--- src/hdl/rlm_pkg.sv ---
package rlm_pkg;

  localparam int SUM_W       = 40;
  localparam int CNT_W       = 13;
  localparam int TERM_W      = 29;
  localparam int DIV_W       = 16;
  localparam int DIV_STEP_W  = $clog2(SUM_W + 1);
  localparam int ROOT_W      = SUM_W / 2;
  localparam int ROOT_STEP_W = $clog2(ROOT_W + 1);
  localparam int ROOT_REM_W  = ROOT_W + 2;
  localparam int FIFO_DEPTH  = 4;
  localparam int FIFO_AW     = $clog2(FIFO_DEPTH);

  localparam logic       REG_DECAY        = 1'b0;
  localparam logic       REG_FULL_SCALE   = 1'b1;
  localparam logic [15:0] DECAY_RESET      = 16'd60948;
  localparam logic [14:0] FULL_SCALE_RESET = 15'd5571;
  localparam logic [15:0] ONE_Q15          = 16'd32768;
  localparam logic [14:0] LEVEL_MAX        = 15'd32767;

  typedef struct packed {
    logic signed [15:0] left_sample;
    logic signed [15:0] right_sample;
    logic               last_frame;
  } frame_t;

  typedef struct packed {
    logic [14:0] smoothed_level;
    logic [15:0] scaled_level;
    logic [14:0] block_rms;
  } level_t;

  typedef struct packed {
    logic [SUM_W-1:0] sum;
    logic [CNT_W-1:0] count;
  } block_t;

  typedef struct packed {
    logic             start;
    logic [SUM_W-1:0] dividend;
    logic [DIV_W-1:0] divisor;
  } div_req_t;

  typedef struct packed {
    logic             done;
    logic [SUM_W-1:0] quotient;
  } div_rsp_t;

endpackage

--- src/hdl/rms_level_meter_smoothed.sv ---
// Frames are taken one per cycle unless stalled; a frame that does not end a block
// gives no result. A block-end request passes the front stages, a 40-step shared
// divider for the mean, 20 root steps, the multiply and sum smoothing states and,
// unless full scale is 0, a second 40-step divide for scaling. The back end takes one
// block end at a time; a 4-entry queue holds pending block ends, then input stalls.
// Synchronous reset clears sum, count and smoothed level and loads default config.
module rms_level_meter_smoothed #(
  parameter int MAX_FRAMES = 256
) (
  input  logic            clk,
  input  logic            rst,
  input  rlm_pkg::frame_t frame,
  input  logic            frame_valid,
  output logic            frame_stall,
  output rlm_pkg::level_t level,
  output logic            level_valid,
  input  logic            level_stall,
  input  logic            write_enable,
  input  logic            reg_index,
  input  logic [15:0]     write_data
);
  import rlm_pkg::*;

  logic [15:0]        decay_coeff;
  logic [14:0]        full_scale_level;
  logic               push;
  block_t             push_data;
  logic               pop;
  block_t             head;
  logic               empty;
  logic [FIFO_AW:0]   fifo_level;
  div_req_t           div_req;
  div_rsp_t           div_rsp;

  always_ff @(posedge clk) begin
    if (rst) begin
      decay_coeff      <= DECAY_RESET;
      full_scale_level <= FULL_SCALE_RESET;
    end else if (write_enable) begin
      unique case (reg_index)
        REG_DECAY:      decay_coeff      <= write_data;
        REG_FULL_SCALE: full_scale_level <= write_data[14:0];
        default: ;
      endcase
    end
  end

  rlm_front #(
    .MAX_FRAMES(MAX_FRAMES)
  ) u_front (
    .clk         (clk),
    .rst         (rst),
    .frame       (frame),
    .frame_valid (frame_valid),
    .frame_stall (frame_stall),
    .level       (fifo_level),
    .push        (push),
    .push_data   (push_data)
  );

  rlm_fifo u_fifo (
    .clk       (clk),
    .rst       (rst),
    .push      (push),
    .push_data (push_data),
    .pop       (pop),
    .head      (head),
    .empty     (empty),
    .level     (fifo_level)
  );

  rlm_div u_div (
    .clk (clk),
    .rst (rst),
    .req (div_req),
    .rsp (div_rsp)
  );

  rlm_back u_back (
    .clk              (clk),
    .rst              (rst),
    .head             (head),
    .empty            (empty),
    .pop              (pop),
    .decay_coeff      (decay_coeff),
    .full_scale_level (full_scale_level),
    .div_req          (div_req),
    .div_rsp          (div_rsp),
    .level_valid      (level_valid),
    .level_stall      (level_stall),
    .level            (level)
  );

endmodule

--- src/hdl/rlm_div.sv ---
module rlm_div (
  input  logic              clk,
  input  logic              rst,
  input  rlm_pkg::div_req_t req,
  output rlm_pkg::div_rsp_t rsp
);
  import rlm_pkg::*;

  logic [SUM_W-1:0]      dq;
  logic [DIV_W-1:0]      rem;
  logic [DIV_W-1:0]      dsr;
  logic [DIV_STEP_W-1:0] steps;
  logic                  busy;
  logic                  done;
  logic [DIV_W:0]        rem_sh;
  logic                  qbit;
  logic [DIV_W:0]        rem_sub;

  always_comb begin
    rem_sh  = {rem, dq[SUM_W-1]};
    qbit    = rem_sh >= {1'b0, dsr};
    rem_sub = rem_sh - {1'b0, dsr};
    rsp     = '{done: done, quotient: dq};
  end

  always_ff @(posedge clk) begin
    if (rst) begin
      busy <= 1'b0;
      done <= 1'b0;
    end else begin
      done <= 1'b0;
      if (req.start) begin
        dq    <= req.dividend;
        dsr   <= req.divisor;
        rem   <= '0;
        steps <= DIV_STEP_W'(SUM_W);
        busy  <= 1'b1;
      end else if (busy) begin
        dq    <= {dq[SUM_W-2:0], qbit};
        rem   <= qbit ? rem_sub[DIV_W-1:0] : rem_sh[DIV_W-1:0];
        steps <= steps - 1'b1;
        if (steps == DIV_STEP_W'(1)) begin
          busy <= 1'b0;
          done <= 1'b1;
        end
      end
    end
  end

endmodule

--- src/hdl/rlm_fifo.sv ---
module rlm_fifo (
  input  logic                    clk,
  input  logic                    rst,
  input  logic                    push,
  input  rlm_pkg::block_t         push_data,
  input  logic                    pop,
  output rlm_pkg::block_t         head,
  output logic                    empty,
  output logic [rlm_pkg::FIFO_AW:0] level
);
  import rlm_pkg::*;

  block_t             mem [FIFO_DEPTH];
  logic [FIFO_AW-1:0] wr_ptr;
  logic [FIFO_AW-1:0] rd_ptr;

  always_comb begin
    head  = mem[rd_ptr];
    empty = level == '0;
  end

  always_ff @(posedge clk) begin
    if (push) begin
      mem[wr_ptr] <= push_data;
    end
  end

  always_ff @(posedge clk) begin
    if (rst) begin
      wr_ptr <= '0;
      rd_ptr <= '0;
      level  <= '0;
    end else begin
      if (push) begin
        wr_ptr <= wr_ptr + 1'b1;
      end
      if (pop) begin
        rd_ptr <= rd_ptr + 1'b1;
      end
      if (push && !pop) begin
        level <= level + 1'b1;
      end else if (pop && !push) begin
        level <= level - 1'b1;
      end
    end
  end

endmodule

--- src/hdl/rlm_front.sv ---
module rlm_front #(
  parameter int MAX_FRAMES = 256
) (
  input  logic                      clk,
  input  logic                      rst,
  input  rlm_pkg::frame_t           frame,
  input  logic                      frame_valid,
  output logic                      frame_stall,
  input  logic [rlm_pkg::FIFO_AW:0] level,
  output logic                      push,
  output rlm_pkg::block_t           push_data
);
  import rlm_pkg::*;

  logic               accept;
  logic               s1_valid;
  logic signed [15:0] s1_sample;
  logic               s1_last;
  logic signed [31:0] sq;
  logic               s2_valid;
  logic [TERM_W-1:0]  s2_term;
  logic               s2_last;
  logic [SUM_W-1:0]   sum;
  logic [CNT_W-1:0]   count;
  logic [SUM_W:0]     sum_add;
  logic [SUM_W-1:0]   sum_sat;
  logic [CNT_W-1:0]   count_next;
  logic               block_end;

  // keep room in the queue for every frame still in flight
  always_comb begin
    frame_stall = (level + (FIFO_AW+1)'(s1_valid) + (FIFO_AW+1)'(s2_valid))
                  >= (FIFO_AW+1)'(FIFO_DEPTH);
    accept      = frame_valid && !frame_stall;
    sq          = s1_sample * s1_sample;
    sum_add     = {1'b0, sum} + (SUM_W+1)'(s2_term);
    sum_sat     = sum_add[SUM_W] ? '1 : sum_add[SUM_W-1:0];
    count_next  = count + 1'b1;
    block_end   = s2_last || (count_next >= CNT_W'(MAX_FRAMES));
    push        = s2_valid && block_end;
    push_data   = '{sum: sum_sat, count: count_next};
  end

  always_ff @(posedge clk) begin
    if (accept) begin
      s1_sample <= frame.left_sample;
      s1_last   <= frame.last_frame;
    end
    if (s1_valid) begin
      s2_term <= sq[TERM_W+1:2];
      s2_last <= s1_last;
    end
  end

  always_ff @(posedge clk) begin
    if (rst) begin
      s1_valid <= 1'b0;
      s2_valid <= 1'b0;
      sum      <= '0;
      count    <= '0;
    end else begin
      s1_valid <= accept;
      s2_valid <= s1_valid;
      if (s2_valid) begin
        if (block_end) begin
          sum   <= '0;
          count <= '0;
        end else begin
          sum   <= sum_sat;
          count <= count_next;
        end
      end
    end
  end

endmodule

--- src/hdl/rlm_back.sv ---
module rlm_back (
  input  logic              clk,
  input  logic              rst,
  input  rlm_pkg::block_t   head,
  input  logic              empty,
  output logic              pop,
  input  logic [15:0]       decay_coeff,
  input  logic [14:0]       full_scale_level,
  output rlm_pkg::div_req_t div_req,
  input  rlm_pkg::div_rsp_t div_rsp,
  output logic              level_valid,
  input  logic              level_stall,
  output rlm_pkg::level_t   level
);
  import rlm_pkg::*;

  typedef enum logic [2:0] {
    ST_IDLE,
    ST_MEAN,
    ST_ROOT,
    ST_MUL,
    ST_SUM,
    ST_SCALE,
    ST_OUT
  } state_t;

  state_t                 state;
  logic [SUM_W-1:0]       sq_val;
  logic [ROOT_W-1:0]      root;
  logic [ROOT_REM_W-1:0]  srem;
  logic [ROOT_STEP_W-1:0] steps;
  logic [14:0]            rms;
  logic [30:0]            p_old;
  logic [31:0]            p_new;
  logic [14:0]            smoothed_store;
  logic [14:0]            sm;
  logic [15:0]            scaled;

  logic [ROOT_REM_W+1:0]  sq_sh;
  logic [ROOT_REM_W+1:0]  sq_trial;
  logic                   sq_fit;
  logic [14:0]            rms_c;
  logic [16:0]            weight;
  logic [33:0]            total;
  logic [14:0]            sm_c;

  always_comb begin
    pop      = (state == ST_IDLE) && !empty;
    sq_sh    = {srem, sq_val[SUM_W-1:SUM_W-2]};
    sq_trial = {2'b00, root, 2'b01};
    sq_fit   = sq_sh >= sq_trial;
    rms_c    = (root > ROOT_W'(LEVEL_MAX)) ? LEVEL_MAX : root[14:0];
    weight   = 17'h10000 - {1'b0, decay_coeff};
    total    = 34'(p_old) + 34'(p_new) + 34'(ONE_Q15);
    sm_c     = (total[33:16] > 18'(LEVEL_MAX)) ? LEVEL_MAX : total[30:16];
  end

  always_ff @(posedge clk) begin
    if (rst) begin
      state          <= ST_IDLE;
      div_req.start  <= 1'b0;
      level_valid    <= 1'b0;
      smoothed_store <= '0;
    end else begin
      if (div_req.start) begin
        div_req.start <= 1'b0;
      end
      if (level_valid && !level_stall && state != ST_OUT) begin
        level_valid <= 1'b0;
      end
      unique case (state)
        ST_IDLE: begin
          if (!empty) begin
            div_req <= '{start: 1'b1, dividend: head.sum,
                         divisor: DIV_W'({head.count, 1'b0})};
            state   <= ST_MEAN;
          end
        end
        ST_MEAN: begin
          if (div_rsp.done) begin
            sq_val <= div_rsp.quotient;
            root   <= '0;
            srem   <= '0;
            steps  <= ROOT_STEP_W'(ROOT_W);
            state  <= ST_ROOT;
          end
        end
        ST_ROOT: begin
          sq_val <= {sq_val[SUM_W-3:0], 2'b00};
          if (sq_fit) begin
            srem <= ROOT_REM_W'(sq_sh - sq_trial);
            root <= {root[ROOT_W-2:0], 1'b1};
          end else begin
            srem <= ROOT_REM_W'(sq_sh);
            root <= {root[ROOT_W-2:0], 1'b0};
          end
          steps <= steps - 1'b1;
          if (steps == ROOT_STEP_W'(1)) begin
            state <= ST_MUL;
          end
        end
        ST_MUL: begin
          rms   <= rms_c;
          p_old <= 31'(decay_coeff) * 31'(smoothed_store);
          p_new <= 32'(weight) * 32'(rms_c);
          state <= ST_SUM;
        end
        ST_SUM: begin
          smoothed_store <= sm_c;
          sm             <= sm_c;
          if (full_scale_level == '0) begin
            scaled <= (sm_c != '0) ? ONE_Q15 : '0;
            state  <= ST_OUT;
          end else begin
            div_req <= '{start: 1'b1, dividend: SUM_W'({sm_c, 15'b0}),
                         divisor: DIV_W'(full_scale_level)};
            state   <= ST_SCALE;
          end
        end
        ST_SCALE: begin
          if (div_rsp.done) begin
            scaled <= (div_rsp.quotient > SUM_W'(ONE_Q15)) ? ONE_Q15
                                                            : div_rsp.quotient[15:0];
            state  <= ST_OUT;
          end
        end
        ST_OUT: begin
          if (!level_valid || !level_stall) begin
            level_valid <= 1'b1;
            level       <= '{smoothed_level: sm, scaled_level: scaled, block_rms: rms};
            state       <= ST_IDLE;
          end
        end
        default: state <= ST_IDLE;
      endcase
    end
  end

endmodule

--- config.mk ---
export PLATFORM = sky130hd
export DESIGN_NAME = rms_level_meter_smoothed
export DESIGN_NICKNAME = d
export VERILOG_FILES = /design/src/hdl/rlm_pkg.sv /design/src/hdl/rms_level_meter_smoothed.sv /design/src/hdl/rlm_div.sv /design/src/hdl/rlm_fifo.sv /design/src/hdl/rlm_front.sv /design/src/hdl/rlm_back.sv
export SDC_FILE = /design/constraint.sdc
export NUM_CORES = 2
export LEC_CHECK = 0
export BUFFER_PORTS_ARGS = -buffer_cell sky130_fd_sc_hd__buf_2
export CAP_MARGIN = 40
export CORE_MARGIN = 3
export CORE_UTILIZATION = 30
export CTS_CLUSTER_SIZE = 30
export DETAILED_ROUTE_END_ITERATION = 16
export SLEW_MARGIN = 5
export SYNTH_ARGS = -nofsm -noshare
export SYNTH_HDL_FRONTEND = slang
export SYNTH_SLANG_ARGS = --single-unit
--- constraint.sdc ---
create_clock -name clk -period 11.3 [get_ports clk]
set_input_delay 0.565 -clock clk [delete_from_list [all_inputs] [get_ports clk]]
set_output_delay 0.565 -clock clk [all_outputs]
set_load 0.02 [all_outputs]
* Word-level counts from Yosys, hierarchy flattened
Memory sizes are Yosys's and may differ from the RTL's. A register that Yosys moved wholly into a read port is not among the register bits. Index checks and enable logic that the tools add are counted.
Operators by class: reduce and logical (&&, ||, !) cells 36, divide/modulo/power cells 0, equal/unequal tests 16, order comparisons 7, $mul 3, mux-type cells 48, shift-type cells 0, add/sub/neg operators 15, bitwise operators 3
Operators by type and width (number):
- 2-to-1 mux 40 bit | 5
- 2-to-1 mux 57 bit | 2
- one-hot mux 57 bit (2 select lines) | 1
- 2-to-1 mux 16 bit | 6
- one-hot mux 40 bit (2 select lines) | 1
- 2-to-1 mux 22 bit | 2
- one-hot mux 22 bit (2 select lines) | 1
- adder 40 x 29 -> 41 bit | 1
- > comparator 40 x 16 -> 1 bit (second input constant) | 1
- one-hot mux 20 bit (2 select lines) | 1
- adder 34 x 16 -> 34 bit (second input constant) | 1
- adder 31 x 32 -> 33 bit | 1
- multiplier 17 x 15 -> 32 bit | 1
- one-hot mux 16 bit (2 select lines) | 1
- multiplier 16 x 15 -> 31 bit | 1
- multiplier 16 x 16 -> 31 bit | 1
- 2-to-1 mux 15 bit | 2
- greater-or-equal comparator 24 x 22 -> 1 bit | 1
- subtractor 22 bit | 1
- 2-to-1 mux 3 bit | 7
- one-hot mux 3 bit (7 select lines) | 1
- > comparator 20 x 15 -> 1 bit (second input constant) | 1
- 2-to-1 mux 20 bit | 1
- > comparator 18 x 15 -> 1 bit (second input constant) | 1
- other kinds (39) | 86
Storage, ports and cells: bits in writable memories 212, memories kept 1, input port bits 55, register bits after elaboration 538, memory bits (read-only) 0, latch bits 0, output and inout bits 48
Memory list:
- u_fifo.mem | depth 4, width 53, read ports 1, clocked after Yosys merged registers in 1, wr ports 1, RTL line rlm_fifo.sv:13 | block_t mem [FIFO_DEPTH];

* Longest topological paths before layout
depth after elaboration 8, gate-level depth with buffers 35

* Hierarchy
A second synthesis with hierarchy kept.
Second synthesis, totals: cells, all modules 5392, area, all modules 58746.3 um2
By module, submodules not included:
- rlm_back | times used 1, area each 30195.2 um2, cells each 2990
- rlm_front | times used 1, area each 14702.9 um2, cells each 1612
- rlm_fifo | times used 1, area each 8132.8 um2, cells each 320
- rlm_div | times used 1, area each 4401.7 um2, cells each 342
- rms_level_meter_smoothed | times used 1, area each 1313.8 um2, cells each 128

* Worst setup path after synthesis
No wires, ideal clock.
path kind reg2reg, from register decay_coeff[0], to register u_back.p_new[29] (data pin), arrival 8.152 ns, setup time 0.180 ns, setup slack 2.968 ns, clock period less this slack 8.332 ns, buffers on the path 2, data required time 11.120 ns, cell stages (with the launch flop) 35, cell sequence dfxtp_1 -> inv_1 -> clkbuf_1 -> ha_1 -> nand2_1 -> or3_1 -> clkbuf_1 -> nor2_1 -> nand2_1 -> or3_1 -> xnor2_1 -> nor2_1 -> fa_1 -> inv_1 -> fa_1 -> inv_1 -> fa_1 -> fa_1 -> fa_1 -> inv_1 -> fa_1 -> inv_1 -> ha_1 -> a21o_1 -> a21o_1 -> a21oi_1 -> o21a_1 -> o21ai_0 -> a211oi_1 -> or3_1 -> nand2_1 -> and2_1 -> o21ai_0 -> a21oi_1 -> a221oi_1
On the way: longest elaborated chain between the ends 2
RTL lines:
- start, declared | RTL line rms_level_meter_smoothed.sv:24 | logic [15:0] decay_coeff;
- start signal, assigned | RTL line rms_level_meter_smoothed.sv:41 | REG_DECAY: decay_coeff <= write_data;
- subtractor 17 x 16 -> 17 bit | RTL line rlm_back.sv:53 | weight = 17'h10000 - {1'b0, decay_coeff};
- multiplier 17 x 15 -> 32 bit | RTL line rlm_back.sv:105 | p_new <= 32'(weight) * 32'(rms_c);
- end signal, assigned | RTL line rlm_back.sv:105
- end, declared | RTL line rlm_back.sv:34 | logic [31:0] p_new;
Every way passes these cells. A chain may end at the register's enable or synchronous reset.

* Worst setup path after layout
from register decay_coeff[3], to register u_back.p_new[29] (data pin)
Same word-level chain as after synthesis.

==> summary.log <==
INFO  outcome        outcome=finished clean
INFO  timing         layout_worst_path_cycle_share=0.837
INFO  timing         grt_setup_unrepaired=no
INFO  timing         worst_pin_slew=0.916ns
INFO  grt            number_of_antenna_violations_at_the_first_check_in_global_routing=1
INFO  timing         drv_slew=0
INFO  routing        drc_errors=0
INFO  worst_setup_path cp.arrival=9.92ns
INFO  yosys          synth-seq-cells=750
INFO  yosys          synth.cell_area=57600um2
INFO  clock_tree     cts-buffers-inserted=84
INFO  floorplanning  fp.dieH=444um
INFO  cells_and_area layout_overhead_on_the_synthesized_area=11.5%
INFO  timing         final_period_minus_worst_setup_slack=9.45ns
INFO  routing        detail_route.iter0.violations=2201
INFO  cells_and_area num-fill-cells=19000
INFO  worst_setup_path r2r-start=decay_coeff[3]
INFO  yosys          synth_enable_flop_cells=633
INFO  clock_tree     clock-sinks=750
INFO  worst_setup_path r2r-end=u_back.p_new[29]
INFO  clock_tree     tritoncts=built
INFO  cells_and_area register_area=21400um2
INFO  yosys          share_of_flip_flops_with_an_asynchronous_set_or_reset=0
INFO  place          dpl.hpwl=102mm
INFO  min_path       min_delay_endpoint=u_front.s1_sample[1]
INFO  min_path       holdCritStartpoint=frame[18]
INFO  timing         maxSlewHeadroom=0.385
INFO  routing        ant_nets=0
INFO  worst_setup_path max_stage_delay=0.60ns
INFO  grt            grt_start_max_net_pins=67
INFO  place          place.gp.congestion=0.863
INFO  timing         postLayoutSetupSlackWorst=1.85ns
INFO  grt            first_global_vias=39300
INFO  floorplanning  die_x=444um
INFO  clock_tree     cts-resized-gates=0
INFO  place          preCtsSetupSlack=2.00ns
INFO  floorplanning  boundaryPins=103
INFO  min_path       min_path_cells=1
INFO  yosys          netlist_instances=5289
INFO  yosys          synth-seq-area-share=0.371
INFO  timing         fin_skew=0.0617ns
INFO  grt            grt.total_usage=0.138
INFO  cells_and_area drive_above_1_share=0.0859
INFO  place          io_buffers=86
INFO  floorplanning  core=191000um2
INFO  routing        drt_pre_antenna_iters=6
INFO  cells_and_area multi_input_logic_area=32700um2
INFO  routing        routed-via-count=37500
INFO  worst_setup_path crit_path_max_fanout=19
INFO  yosys          yosysWarningCount=0
INFO  worst_setup_path setup.reg_to_reg.worst_slack=1.85ns
INFO  place          dp_cells=7780
INFO  worst_setup_path critical_path_required=11.77ns
INFO  floorplanning  floorplan.die_area=197000um2
INFO  yosys          post_synthesis_net_count=6336
INFO  clock_tree     insertion_delay=0.70ns
INFO  worst_setup_path critical_path_class=reg -> reg
INFO  floorplanning  initial_utilization=0.302
INFO  worst_setup_path cell_repeated_most_along_the_worst_path=sky130_fd_sc_hd__fa_1
INFO  cells_and_area layout.cells.non_filler=7951
INFO  grt            overflow_left_after_global_routing=0
INFO  cells_and_area mostFrequentLayoutCell=sky130_fd_sc_hd__inv_1
INFO  worst_setup_path worst-r2r-cell-count=31
INFO  cells_and_area commonest_cells_after_routing_fill_and_taps_aside=789 x sky130_fd_sc_hd__inv_1, 633 x sky130_fd_sc_hd__edfxtp_1, 631 x sky130_fd_sc_hd__nand2_1
INFO  timing         final-setup-viol-count=0
INFO  routing        wire_per_inst=16.9um
INFO  grt            global_route_wire_length_before_repair=218mm
INFO  clock_tree     cts_htree_levels=3
INFO  timing         post_route_hold_slack=0.0614ns
INFO  worst_setup_path cp-start-kind=register
INFO  run            drv_cap=0
INFO  routing        wirelength=135mm
INFO  clock_tree     clk_pin_slew=0.06ns
INFO  clock_tree     cts-root-to-sink-buffers=3
INFO  worst_setup_path endpoint_kind=register
INFO  timing         max_freq=0.106GHz
INFO  routing        vias_per_cell=4.72
INFO  timing         tns=0ns
INFO  timing         report.final.hold_viol_count=0
INFO  cells_and_area nNetsFinal=6417
INFO  min_path       worstHoldPathType=in -> reg
INFO  yosys          ys.flop_type=sky130_fd_sc_hd__edfxtp_1
INFO  yosys          yosysUniqueCellTypes=93
INFO  yosys          avgSynthCellArea=10.9um2
INFO  floorplanning  floorplan.rows=160
INFO  worst_setup_path slowest_stage=sky130_fd_sc_hd__xor2_1
INFO  clock_tree     cts_root_buf=sky130_fd_sc_hd__clkbuf_16
-- logic make-up after synthesis --
logic type | synth area share
compound gates | 0.0709
mux | 0.0359
fa+ha+maj | 0.295
flops | 0.371
xor+xnor | 0.0330
simple gates | 0.131
buf+inv | 0.0645
-- routing by layer --
layer | vias to the layer above | GRT usage | routed length, um
li1 | 17700 | - | -
met1 | 18900 | 0.178 | 58900
met2 | 751 | 0.237 | 65800
met3 | 175 | 0.0199 | 5990
met4 | 0 | 0.0422 | 3910
met5 | - | 0 | 0
-- worst max-delay path: cells and delay by family (launching register included) --
kind / cells / cell delay (ns)
compound gates: 9 / 2.12
xor+xnor: 1 / 0.60
fa+ha+maj: 7 / 3.44
buf+inv: 5 / 0.43
flops: 1 / 0.29
simple gates: 9 / 2.32
-- synthesized netlist by cell type, types with 9 or more instances --
master / count / area [um2]
sky130_fd_sc_hd__inv_1: 789 / 2960
sky130_fd_sc_hd__edfxtp_1: 633 / 19000
sky130_fd_sc_hd__nand2_1: 631 / 2370
sky130_fd_sc_hd__fa_1: 609 / 12200
sky130_fd_sc_hd__nor2_1: 395 / 1480
sky130_fd_sc_hd__ha_1: 383 / 4790
sky130_fd_sc_hd__and2_1: 225 / 1410
sky130_fd_sc_hd__a21oi_1: 171 / 856
sky130_fd_sc_hd__clkbuf_1: 162 / 608
sky130_fd_sc_hd__xnor2_1: 138 / 1210
sky130_fd_sc_hd__dfxtp_1: 117 / 2340
sky130_fd_sc_hd__o21ai_0: 98 / 490
sky130_fd_sc_hd__xor2_1: 79 / 692
sky130_fd_sc_hd__nor3_1: 67 / 335
sky130_fd_sc_hd__a21o_1: 60 / 450
sky130_fd_sc_hd__a22o_1: 53 / 464
sky130_fd_sc_hd__mux4_2: 53 / 1190
sky130_fd_sc_hd__mux2_2: 43 / 484
sky130_fd_sc_hd__nand3_1: 40 / 200
sky130_fd_sc_hd__mux2i_1: 39 / 390
sky130_fd_sc_hd__nor2b_1: 34 / 213
sky130_fd_sc_hd__nand2b_1: 33 / 206
sky130_fd_sc_hd__o21a_1: 33 / 248
sky130_fd_sc_hd__and3_1: 31 / 194
sky130_fd_sc_hd__a211oi_1: 28 / 210
sky130_fd_sc_hd__nor4_1: 26 / 163
sky130_fd_sc_hd__nand4_1: 25 / 156
sky130_fd_sc_hd__or3_1: 20 / 125
sky130_fd_sc_hd__buf_1: 19 / 71.3
sky130_fd_sc_hd__nand3b_1: 19 / 143
sky130_fd_sc_hd__o211ai_1: 17 / 128
sky130_fd_sc_hd__o21bai_1: 17 / 128
sky130_fd_sc_hd__or2_2: 17 / 106
sky130_fd_sc_hd__a31oi_1: 13 / 81.3
sky130_fd_sc_hd__o21ai_1: 13 / 65.1
sky130_fd_sc_hd__a311oi_1: 12 / 105
sky130_fd_sc_hd__a21boi_0: 10 / 75.1
sky130_fd_sc_hd__and4_1: 9 / 78.8
sky130_fd_sc_hd__nor3b_1: 9 / 67.6
-- sequential cells by signal (all words and copies together), names as in the netlist, 6 cells and up, named ones only --
register,cells
decay_coeff,16
full_scale_level,15
u_back.div_req,56
u_back.level,46
u_back.p_new,32
u_back.p_old,31
u_back.rms,15
u_back.root,20
u_back.scaled,16
u_back.sm,15
u_back.smoothed_store,15
u_back.sq_val,40
u_back.srem,22
u_div.dq,40
u_div.dsr,15
u_div.rem,16
u_div.steps,6
u_fifo.mem,212
u_front.count,13
u_front.s1_sample,16
u_front.s2_term,29
u_front.sum,40
-- per-stage QoR --
step | util | instance area [um2]
floorplan | - | 57600
global placement | 0.320 | 61000
detailed placement | 0.322 | 61300
CTS | 0.337 | 64200
global route | 0.337 | 64200
finish | 0.337 | 64200
-- worst max path at each step --
| stage | startpoint | end | slack, ns | cells past startpoint |
|---|---|---|---|---|
| floorplan | decay_coeff[0] | u_back.p_new[29] | 2.97 | 34 |
| global placement | decay_coeff[3] | u_back.p_new[29] | 2.00 | 31 |
| detailed placement | decay_coeff[3] | u_back.p_new[29] | 2.00 | 31 |
| CTS | decay_coeff[3] | u_back.p_new[29] | 1.87 | 31 |
| global route | decay_coeff[3] | u_back.p_new[29] | 1.33 | 31 |
| finish | decay_coeff[3] | u_back.p_new[29] | 1.85 | 31 |
-- timing repair --
action / 4_1_cts / 5_1_grt
setup buffers: 0 / 0
hold buffers: 15 / 0
endpoints found under the hold margin: 15 / 0
-- final cells by class --
class,count,area share
multi-input combinational,3555,0.508
clock inverter,45,0.00867
antenna,1,0.0000390
timing repair buffer,183,0.0199
inverter,796,0.0465
sequential,750,0.333
clock buffer,110,0.0350
tap,2511,0.0489
Power is left out: the tool's default activity adds up to more than one toggle a clock period on the data nets, which glitch-free logic cannot reach.
